==> config.mk <==
export PLATFORM = sky130hd
export DESIGN_NAME = icosphere_face_subdivider
export DESIGN_NICKNAME = d
export VERILOG_FILES = /design/src/ics_pkg.sv /design/src/icosphere_face_subdivider.sv /design/src/ics_ctrl.sv /design/src/ics_datapath.sv
export VERILOG_INCLUDE_DIRS = /design/src /design/src/src
export SDC_FILE = /design/constraint.sdc
export NUM_CORES = 2
export LEC_CHECK = 0
export BUFFER_PORTS_ARGS = -buffer_cell sky130_fd_sc_hd__buf_4
export CELL_PAD_IN_SITES_DETAIL_PLACEMENT = 2
export CELL_PAD_IN_SITES_GLOBAL_PLACEMENT = 2
export CORE_ASPECT_RATIO = 2
export CORE_MARGIN = 2
export CORE_UTILIZATION = 36
export DETAILED_ROUTE_END_ITERATION = 10
export GPL_TIMING_DRIVEN = 0
export HOLD_SLACK_MARGIN = 0.15
export PLACE_DENSITY_LB_ADDON = 0.08
export SLEW_MARGIN = 10
export SYNTH_ARGS = -nofsm -noshare
export SYNTH_HDL_FRONTEND = slang
export SYNTH_HIERARCHICAL = 1
export SYNTH_SLANG_ARGS = --single-unit
export TNS_END_PERCENT = 20
==> constraint.sdc <==
create_clock -name aclk -period 22.4 [get_ports aclk]
set_input_delay 3.36 -clock aclk [delete_from_list [all_inputs] [get_ports aclk]]
set_output_delay 3.36 -clock aclk [all_outputs]
set_load 0.02 [all_outputs]
==> src/icosphere_face_subdivider_defines.svh <==
// Assertion helpers shared by the RTL.
`ifndef ICOSPHERE_FACE_SUBDIVIDER_DEFINES_SVH
`define ICOSPHERE_FACE_SUBDIVIDER_DEFINES_SVH

// Implication checked on every rising clock edge outside reset.
`define ICS_ASSERT_IMP(label, clk, rstn, ante, cons, msg) \
    label: assert property (@(posedge clk) disable iff (!rstn) (ante) |-> (cons)) \
        else $error(msg);

// Next-cycle implication checked outside reset.
`define ICS_ASSERT_NEXT(label, clk, rstn, ante, cons, msg) \
    label: assert property (@(posedge clk) disable iff (!rstn) (ante) |=> (cons)) \
        else $error(msg);

`endif

==> src/ics_pkg.sv <==
`default_nettype none
package ics_pkg;
    localparam int MaxVertices = 4096;
    localparam int MaxFaces    = 1024;
    localparam int VCapInt     = ((MaxVertices < 4096) ? MaxVertices : 4096) - 1;
    localparam logic [12:0] VCap = 13'(VCapInt);

    typedef enum logic [3:0] {
        ST_IDLE,
        ST_SUM,
        ST_SQ,
        ST_SQRT,
        ST_DIV,
        ST_STORE,
        ST_EMIT
    } state_t;

    typedef struct packed {
        logic       load;      // capture item
        logic [1:0] edge_sel;  // which midpoint
        logic       sum;       // form sums and squares setup
        logic       sq_step;   // accumulate one square
        logic       sqrt_start;
        logic       sqrt_step;
        logic       div_start;
        logic       div_step;
        logic       store;     // keep normalized vector
    } cmd_t;

    typedef struct packed {
        logic sq_done;
        logic sqrt_done;
        logic div_done;
    } sts_t;
endpackage
`default_nettype wire

==> src/icosphere_face_subdivider.sv <==
// Icosphere face subdivider.
// s_ channel: one request per triangle; s_tdata carries nine Q1.14 corner
// coordinates and three corner indices. m_ channel: four faces per request,
// (a,ab,ca), (b,bc,ab), (c,ca,bc), (ab,bc,ca); the first three also carry
// one normalized midpoint. m_tlast marks the fourth face.
// APB registers: 0x0 start_vertex_count (reloads the vertex counter),
// 0x4 face_total.
// Each midpoint steps through the sum, square, root (18 result bits),
// divide and store states in that order; after the third midpoint the four
// faces leave at one per cycle while m_tready is high.
// One triangle is in flight: s_tready stays low until the fourth face is
// taken.
// Reset restores start_vertex_count 12, face_total 20 and clears the pass.
// A stalled m_tready holds the current face; nothing is lost.
`default_nettype none
`include "icosphere_face_subdivider_defines.svh"
module icosphere_face_subdivider (
    input  wire logic         aclk,
    input  wire logic         aresetn,
    input  wire logic         s_tvalid,
    output logic              s_tready,
    // a_x,a_y,a_z,b_x,b_y,b_z,c_x,c_y,c_z,corner_a_in,corner_b_in,corner_c_in
    input  wire logic [183:0] s_tdata,
    output logic              m_tvalid,
    input  wire logic         m_tready,
    // out_corner_a,out_corner_b,out_corner_c,new_vertex_valid,new_vertex_index,
    // new_x,new_y,new_z,index_overflow,pass_done
    output logic [103:0]      m_tdata,
    output logic              m_tlast,
    input  wire logic         psel,
    input  wire logic         penable,
    input  wire logic         pwrite,
    input  wire logic [2:0]   paddr,
    input  wire logic [31:0]  pwdata,
    output logic [31:0]       prdata,
    output logic              pready
);
    localparam logic [2:0] AddrStart = 3'd0;
    localparam logic [2:0] AddrTotal = 3'd4;

    ics_pkg::cmd_t cmd;
    ics_pkg::sts_t sts;
    logic busy, emit_go, emit_done;
    logic [15:0] mid_reg [3][3];

    logic [11:0] start_reg;
    logic [10:0] total_reg;
    logic [12:0] next_vertex_reg;
    logic [10:0] faces_done_reg;
    logic [11:0] ia_reg, ib_reg, ic_reg;
    logic [11:0] idx_reg [3];
    logic        ovf_reg, done_reg;
    logic [1:0]  r_reg;

    logic wr;
    logic [10:0] tot_eff;
    logic [12:0] v [3];
    logic [13:0] nv;

    assign pready = 1'b1;
    assign wr = psel && penable && pwrite;
    always_comb begin
        case (paddr)
            AddrStart: prdata = {20'd0, start_reg};
            AddrTotal: prdata = {21'd0, total_reg};
            default:   prdata = '0;
        endcase
    end

    assign s_tready = !busy;

    ics_ctrl u_ctrl (
        .aclk(aclk), .aresetn(aresetn), .item_req(s_tvalid), .sts(sts),
        .emit_done(emit_done), .cmd(cmd), .busy(busy), .emit_go(emit_go)
    );
    ics_datapath u_dp (
        .aclk(aclk), .cmd(cmd), .sts(sts),
        .item(s_tdata[179:0]), .mid_reg(mid_reg)
    );

    always_comb begin
        for (int k = 0; k < 3; k++) begin
            v[k] = next_vertex_reg + 13'(k);
            if (v[k] > ics_pkg::VCap) v[k] = ics_pkg::VCap;
        end
        nv = 14'(next_vertex_reg) + 14'd3;
        if (nv > 14'(ics_pkg::VCap) + 14'd1) nv = 14'(ics_pkg::VCap) + 14'd1;
        tot_eff = (total_reg == 11'd0) ? 11'd1 :
                  (total_reg > 11'(ics_pkg::MaxFaces)) ? 11'(ics_pkg::MaxFaces) : total_reg;
    end

    assign m_tvalid  = emit_go;
    assign emit_done = emit_go && m_tready && (r_reg == 2'd3);
    assign m_tlast   = (r_reg == 2'd3);

    always_comb begin
        logic [11:0] oa, ob, oc;
        logic [15:0] nx, ny, nz;
        logic [11:0] ni;
        oa = idx_reg[0]; ob = idx_reg[1]; oc = idx_reg[2];
        nx = '0; ny = '0; nz = '0; ni = '0;
        case (r_reg)
            2'd0: begin oa = ia_reg; ob = idx_reg[0]; oc = idx_reg[2]; end
            2'd1: begin oa = ib_reg; ob = idx_reg[1]; oc = idx_reg[0]; end
            2'd2: begin oa = ic_reg; ob = idx_reg[2]; oc = idx_reg[1]; end
            default: ;
        endcase
        if (r_reg != 2'd3) begin
            ni = idx_reg[r_reg];
            nx = mid_reg[r_reg][0]; ny = mid_reg[r_reg][1]; nz = mid_reg[r_reg][2];
        end
        m_tdata = {5'd0, (r_reg == 2'd3) && done_reg, ovf_reg, nz, ny, nx, ni,
                   (r_reg != 2'd3), oc, ob, oa};
    end

    always_ff @(posedge aclk) begin
        if (!aresetn) begin
            start_reg       <= 12'd12;
            total_reg       <= 11'd20;
            next_vertex_reg <= 13'd12;
            faces_done_reg  <= '0;
            r_reg           <= '0;
        end else begin
            if (cmd.load) begin
                ia_reg <= s_tdata[155:144];
                ib_reg <= s_tdata[167:156];
                ic_reg <= s_tdata[179:168];
                for (int k = 0; k < 3; k++) idx_reg[k] <= v[k][11:0];
                ovf_reg  <= (next_vertex_reg + 13'd2) > ics_pkg::VCap;
                done_reg <= (faces_done_reg + 11'd1) >= tot_eff;
                if ((faces_done_reg + 11'd1) >= tot_eff) begin
                    faces_done_reg  <= '0;
                    next_vertex_reg <= {1'b0, start_reg};
                end else begin
                    faces_done_reg  <= faces_done_reg + 11'd1;
                    next_vertex_reg <= nv[12:0];
                end
                r_reg <= '0;
            end
            if (emit_go && m_tready) r_reg <= r_reg + 2'd1;
            if (wr && paddr == AddrStart) begin
                start_reg       <= pwdata[11:0];
                next_vertex_reg <= {1'b0, pwdata[11:0]};
            end
            if (wr && paddr == AddrTotal) total_reg <= pwdata[10:0];
        end
    end

    `ICS_ASSERT_IMP(a_no_accept_busy, aclk, aresetn, busy, !s_tready, "accept while busy")
    `ICS_ASSERT_IMP(a_last_done, aclk, aresetn, m_tvalid && m_tdata[98], m_tlast,
                    "pass_done off last")
    `ICS_ASSERT_NEXT(a_vcount, aclk, aresetn, 1'b1,
                     next_vertex_reg <= ics_pkg::VCap + 13'd1, "vertex counter past cap")
endmodule
`default_nettype wire

==> src/ics_ctrl.sv <==
`default_nettype none
module ics_ctrl (
    input  wire logic          aclk,
    input  wire logic          aresetn,
    input  wire logic          item_req,
    input  wire ics_pkg::sts_t sts,
    input  wire logic          emit_done,
    output ics_pkg::cmd_t      cmd,
    output logic               busy,
    output logic               emit_go
);
    ics_pkg::state_t state_reg, state_next;
    logic [1:0] edge_reg, edge_next;

    always_ff @(posedge aclk) begin
        if (!aresetn) begin
            state_reg <= ics_pkg::ST_IDLE;
            edge_reg  <= 2'd0;
        end else begin
            state_reg <= state_next;
            edge_reg  <= edge_next;
        end
    end

    always_comb begin
        state_next = state_reg;
        edge_next  = edge_reg;
        cmd        = '0;
        cmd.edge_sel = edge_reg;
        busy       = 1'b1;
        emit_go    = 1'b0;
        case (state_reg)
            ics_pkg::ST_IDLE: begin
                busy = 1'b0;
                if (item_req) begin
                    cmd.load   = 1'b1;
                    edge_next  = 2'd0;
                    state_next = ics_pkg::ST_SUM;
                end
            end
            ics_pkg::ST_SUM: begin
                cmd.sum    = 1'b1;
                state_next = ics_pkg::ST_SQ;
            end
            ics_pkg::ST_SQ: begin
                // the last square is added by the root setup
                if (sts.sq_done) begin
                    cmd.sqrt_start = 1'b1;
                    state_next = ics_pkg::ST_SQRT;
                end else begin
                    cmd.sq_step = 1'b1;
                end
            end
            ics_pkg::ST_SQRT: begin
                if (sts.sqrt_done) begin
                    cmd.div_start = 1'b1;
                    state_next = ics_pkg::ST_DIV;
                end else begin
                    cmd.sqrt_step = 1'b1;
                end
            end
            ics_pkg::ST_DIV: begin
                cmd.div_step = 1'b1;
                if (sts.div_done) state_next = ics_pkg::ST_STORE;
            end
            ics_pkg::ST_STORE: begin
                cmd.store = 1'b1;
                if (edge_reg == 2'd2) begin
                    state_next = ics_pkg::ST_EMIT;
                end else begin
                    edge_next  = edge_reg + 2'd1;
                    state_next = ics_pkg::ST_SUM;
                end
            end
            ics_pkg::ST_EMIT: begin
                emit_go = 1'b1;
                if (emit_done) state_next = ics_pkg::ST_IDLE;
            end
            default: state_next = ics_pkg::ST_IDLE;
        endcase
    end
endmodule
`default_nettype wire

==> src/ics_datapath.sv <==
`default_nettype none
module ics_datapath (
    input  wire logic          aclk,
    input  wire ics_pkg::cmd_t cmd,
    output ics_pkg::sts_t      sts,
    input  wire logic [179:0]  item,
    output logic [15:0]        mid_reg [3][3]
);
    logic signed [15:0] crd_reg [9];
    logic signed [16:0] s_reg [3];
    logic [1:0]  k_reg;
    logic [35:0] l2_reg;
    // square root: digit-by-digit, one result bit per cycle
    logic [35:0] rem_reg;
    logic [17:0] root_reg;
    logic [4:0]  sq_cnt_reg;
    // divider: restoring, one quotient bit per cycle, three components
    logic [32:0] num_reg [3];
    logic [32:0] dr_reg [3];
    logic [14:0] q_reg [3];
    logic [4:0]  dv_cnt_reg;

    logic [1:0]  pi, qi;
    logic signed [16:0] sk;
    logic [33:0] sqv;
    logic [37:0] trial;
    logic [35:0] rem_sh;
    logic [16:0] mag [3];

    always_comb begin
        case (cmd.edge_sel)
            2'd0: begin pi = 2'd0; qi = 2'd1; end
            2'd1: begin pi = 2'd1; qi = 2'd2; end
            default: begin pi = 2'd2; qi = 2'd0; end
        endcase
        sk     = s_reg[k_reg];
        sqv    = 34'(sk * sk);
        rem_sh = {rem_reg[33:0], l2_reg[35:34]};
        trial  = {2'b0, rem_sh} - {18'b0, root_reg, 2'b01};
        for (int j = 0; j < 3; j++)
            mag[j] = s_reg[j][16] ? 17'(-s_reg[j]) : 17'(s_reg[j]);
    end

    assign sts.sq_done   = (k_reg == 2'd2);
    assign sts.sqrt_done = (sq_cnt_reg == 5'd18);
    assign sts.div_done  = (dv_cnt_reg == 5'd14);

    always_ff @(posedge aclk) begin
        if (cmd.load) begin
            for (int i = 0; i < 9; i++) crd_reg[i] <= item[16*i +: 16];
        end
        if (cmd.sum) begin
            for (int j = 0; j < 3; j++)
                s_reg[j] <= 17'(crd_reg[3*pi + j]) + 17'(crd_reg[3*qi + j]);
            k_reg  <= 2'd0;
            l2_reg <= '0;
        end
        if (cmd.sq_step) begin
            l2_reg <= l2_reg + 36'(sqv);
            k_reg  <= k_reg + 2'd1;
        end
        if (cmd.sqrt_start) begin
            rem_reg    <= '0;
            root_reg   <= '0;
            sq_cnt_reg <= '0;
            l2_reg     <= l2_reg + 36'(sqv);
        end
        if (cmd.sqrt_step) begin
            l2_reg     <= {l2_reg[33:0], 2'b00};
            sq_cnt_reg <= sq_cnt_reg + 5'd1;
            if (!trial[37]) begin
                rem_reg  <= trial[35:0];
                root_reg <= {root_reg[16:0], 1'b1};
            end else begin
                rem_reg  <= rem_sh;
                root_reg <= {root_reg[16:0], 1'b0};
            end
        end
        if (cmd.div_start) begin
            dv_cnt_reg <= '0;
            for (int j = 0; j < 3; j++) begin
                // (|s|*32768 + len) / (2*len), quotient below 2^15
                num_reg[j] <= {1'b0, mag[j], 15'b0} + 33'(root_reg);
                dr_reg[j]  <= {root_reg, 15'b0};
                q_reg[j]   <= '0;
            end
        end
        if (cmd.div_step) begin
            dv_cnt_reg <= dv_cnt_reg + 5'd1;
            for (int j = 0; j < 3; j++) begin
                dr_reg[j] <= dr_reg[j] >> 1;
                if (num_reg[j] >= dr_reg[j]) begin
                    num_reg[j] <= num_reg[j] - dr_reg[j];
                    q_reg[j]   <= {q_reg[j][13:0], 1'b1};
                end else begin
                    q_reg[j]   <= {q_reg[j][13:0], 1'b0};
                end
            end
        end
        if (cmd.store) begin
            for (int j = 0; j < 3; j++) begin
                if (root_reg == 18'd0)
                    mid_reg[cmd.edge_sel][j] <= '0;
                else if (s_reg[j][16])
                    mid_reg[cmd.edge_sel][j] <= 16'(-{1'b0, q_reg[j]});
                else
                    mid_reg[cmd.edge_sel][j] <= {1'b0, q_reg[j]};
            end
        end
    end
endmodule
`default_nettype wire
==> metrics <==
Seq/Total Area, Yosys 0.369; CP arrival 12.90 ns; Final min period 12.46 ns; die span in y 577 um; Vias 49495; final wirelength 242000 um; Congestion Overflow GR 0; Synth area leaders edfxtp_1 (35%), fa_1 (9.3%), ha_1 (7.2%); CP Depth 38; CP max FO 10; share of the synthesized area in the top cell type 0.348; #FFs+latches synth 748; total of max-cap violations 0; IO buf count 314; post-DR vias/cell 5.59; initial antenna violation count 3; Post-CTS Setup Bufs 0; Fin. Hold Viols 0; Final Wtd Congestion 1.01; number of synthesized flops with an enable pin 686; RSZ-0062 raised after global routing false; Cells after Synth 6221; crit share post-route 0.556; final slew viol count 0; Clock Tree Buf Depth 3; Fin Setup TNS 0 ns; CTS buffer count 80; Clock Skew 0.0306 ns; CTS Hold Bufs 0; vias in the first global route 57053; row cnt 210; Starting Density 0.362; hold depth 2; clock root cell clkbuf_16; io pins 366; first-pass GRT wire length 359000 um; CP Launch Type register; YS warnings 6; largest net degree at the start of global routing 56; die footprint 168000 um2; Critical Path RT 22.84 ns; CP Buf/Inv Count 9; CP max-delay cell clkbuf_1; Post-synth top cells nand2_1 (709), edfxtp_1 (686), nor2_1 (560); post-route ant nets 0; Reg clk slew, reported paths 0.07 ns; Final nets 7510; Residual DRC 0; Global Route Usage Sum 0.287; count leader, synth nand2_1; die width 291 um; Worst Reg-to-Reg Cells 38; Hold Path Class reg2reg; largest stage delay on the critical path 0.69 ns; latest clock arrival within the worst-skew pair 0.71 ns; area leader, netlist edfxtp_1; Largest delay share family, worst path adder cells; worst-margin pin slew 1.45 ns; Starting DRT DRC Count 1811; asr flop ratio synth 0; DPL Wire Length 200000 um; CTS sink cnt 748; Core Region 163000 um2; Layout Area Growth over Synthesis 14.5%; CTS tree yes; cts repair resizes 0; Post-Syn Area 59100 um2; H-tree levels 3; status complete, no violations; cell repeated most along the worst path fa_1; fmax 80.2 MHz; wire length per cell 27.3 um; share of cells above drive strength 1 0.102; CP Class reg2reg; relative slew slack 0.0355; CP Capture Type register; top_reg_cell synth edfxtp_1; Synth Area per Inst 9.50 um2; final setup vio count 0; Cell variety after synth 108; drt pass-1 iters 6
==> layer usage <==
layer / routed length [um] / track usage
met4: 22100 / 0.220
met5: 12 / 0
met2: 139000 / 0.594
met1: 74200 / 0.242
met3: 6610 / 0.0312
==> per-stage QoR <==
stage | cell area [um2] | hold WS, ns | instances | utilization | setup WS [ns]
final | 67700 | 0.486 | 8861 | 0.414 | 9.94
after global routing | 67700 | 0.516 | 8858 | 0.414 | 9.46
after CTS | 67700 | 0.487 | 8856 | 0.414 | 9.80
after detailed placement | 64800 | 0.479 | 8707 | 0.396 | 9.82
after global placement | 64200 | 0.456 | 8679 | 0.393 | 2.09
after floorplan | 59200 | 0.444 | 6245 | - | 6.60
==> area by class of cell <==
cell class	instances	area, um2
Fill cell	17868	95800
Multi-Input combinational cell	4622	34000
Sequential cell	748	21800
Timing Repair Buffer	343	2840
Tap cell	2120	2650
Inverter	559	2100
Clock buffer	86	2040
Buffer	316	1400
Clock inverter	63	842
Antenna cell	4	10.0
==> worst paths after layout <==
check	slack (ns)	endpoint	from
max	9.94	u_dp/l2_reg[34]$_DFFE_PP_	register
min	0.49	faces_done_reg[10]$_SDFFE_PN0P_	faces_done_reg[10]$_SDFFE_PN0P_
max reg2reg	9.94	u_dp/l2_reg[34]$_DFFE_PP_	register
min reg2reg	0.49	faces_done_reg[10]$_SDFFE_PN0P_	faces_done_reg[10]$_SDFFE_PN0P_
==> cells in the final DEF (no fill, tap or decap), types with 50 or more instances in the layout <==
| master | netlist | final |
|---|---|---|
| nand2_1 | 709 | 709 |
| edfxtp_1 | 686 | 686 |
| nor2_1 | 560 | 559 |
| inv_1 | 546 | 545 |
| a21oi_1 | 416 | 416 |
| o21ai_0 | 417 | 413 |
| buf_4 | 36 | 355 |
| ha_1 | 338 | 338 |
| fa_1 | 276 | 276 |
| mux2i_1 | 218 | 218 |
| clkbuf_1 | 214 | 216 |
| xnor2_1 | 189 | 189 |
| xor2_1 | 155 | 155 |
| nand3_1 | 109 | 109 |
| nor3_1 | 109 | 108 |
| and2_1 | 82 | 82 |
| clkbuf_16 | 0 | 80 |
| a21o_1 | 75 | 75 |
| nor2b_1 | 70 | 70 |
| a211oi_1 | 69 | 69 |
| dfxtp_1 | 62 | 62 |
| o21a_1 | 55 | 54 |
| nand2b_1 | 52 | 50 |
==> cells by family (layout without fill, tap and decap cells) <==
| group | count (synthesis) | in the layout | synth area share |
|---|---|---|---|
| DFF | 748 | 748 | 0.369 |
| adders and majority gates | 614 | 614 | 0.165 |
| xor gates and xnor gates | 345 | 345 | 0.0512 |
| other | 2 | 30 | 0.000127 |
| AOI/OAI and AO/OA | 1420 | 1420 | 0.149 |
| muxes | 282 | 282 | 0.0570 |
| and+or+nand+nor | 1935 | 1935 | 0.149 |
| buffers and inverters | 875 | 1367 | 0.0591 |
==> worst reg2reg max path: cells and delay by family, from the launching register on <==
| kind | cells | cell delay, ns |
|---|---|---|
| adder cells (fa/ha/maj) | 8 | 3.80 |
| AO/OA/AOI/OAI | 12 | 3.41 |
| buffers and inverters | 9 | 2.65 |
| AND/OR/NAND/NOR | 7 | 1.57 |
| flip-flops | 1 | 0.36 |
| multiplexers | 1 | 0.29 |
| XOR/XNOR | 1 | 0.13 |
Power is left out: the tool's default activity adds up to more than one toggle a clock period on the data nets, which glitch-free logic cannot reach.
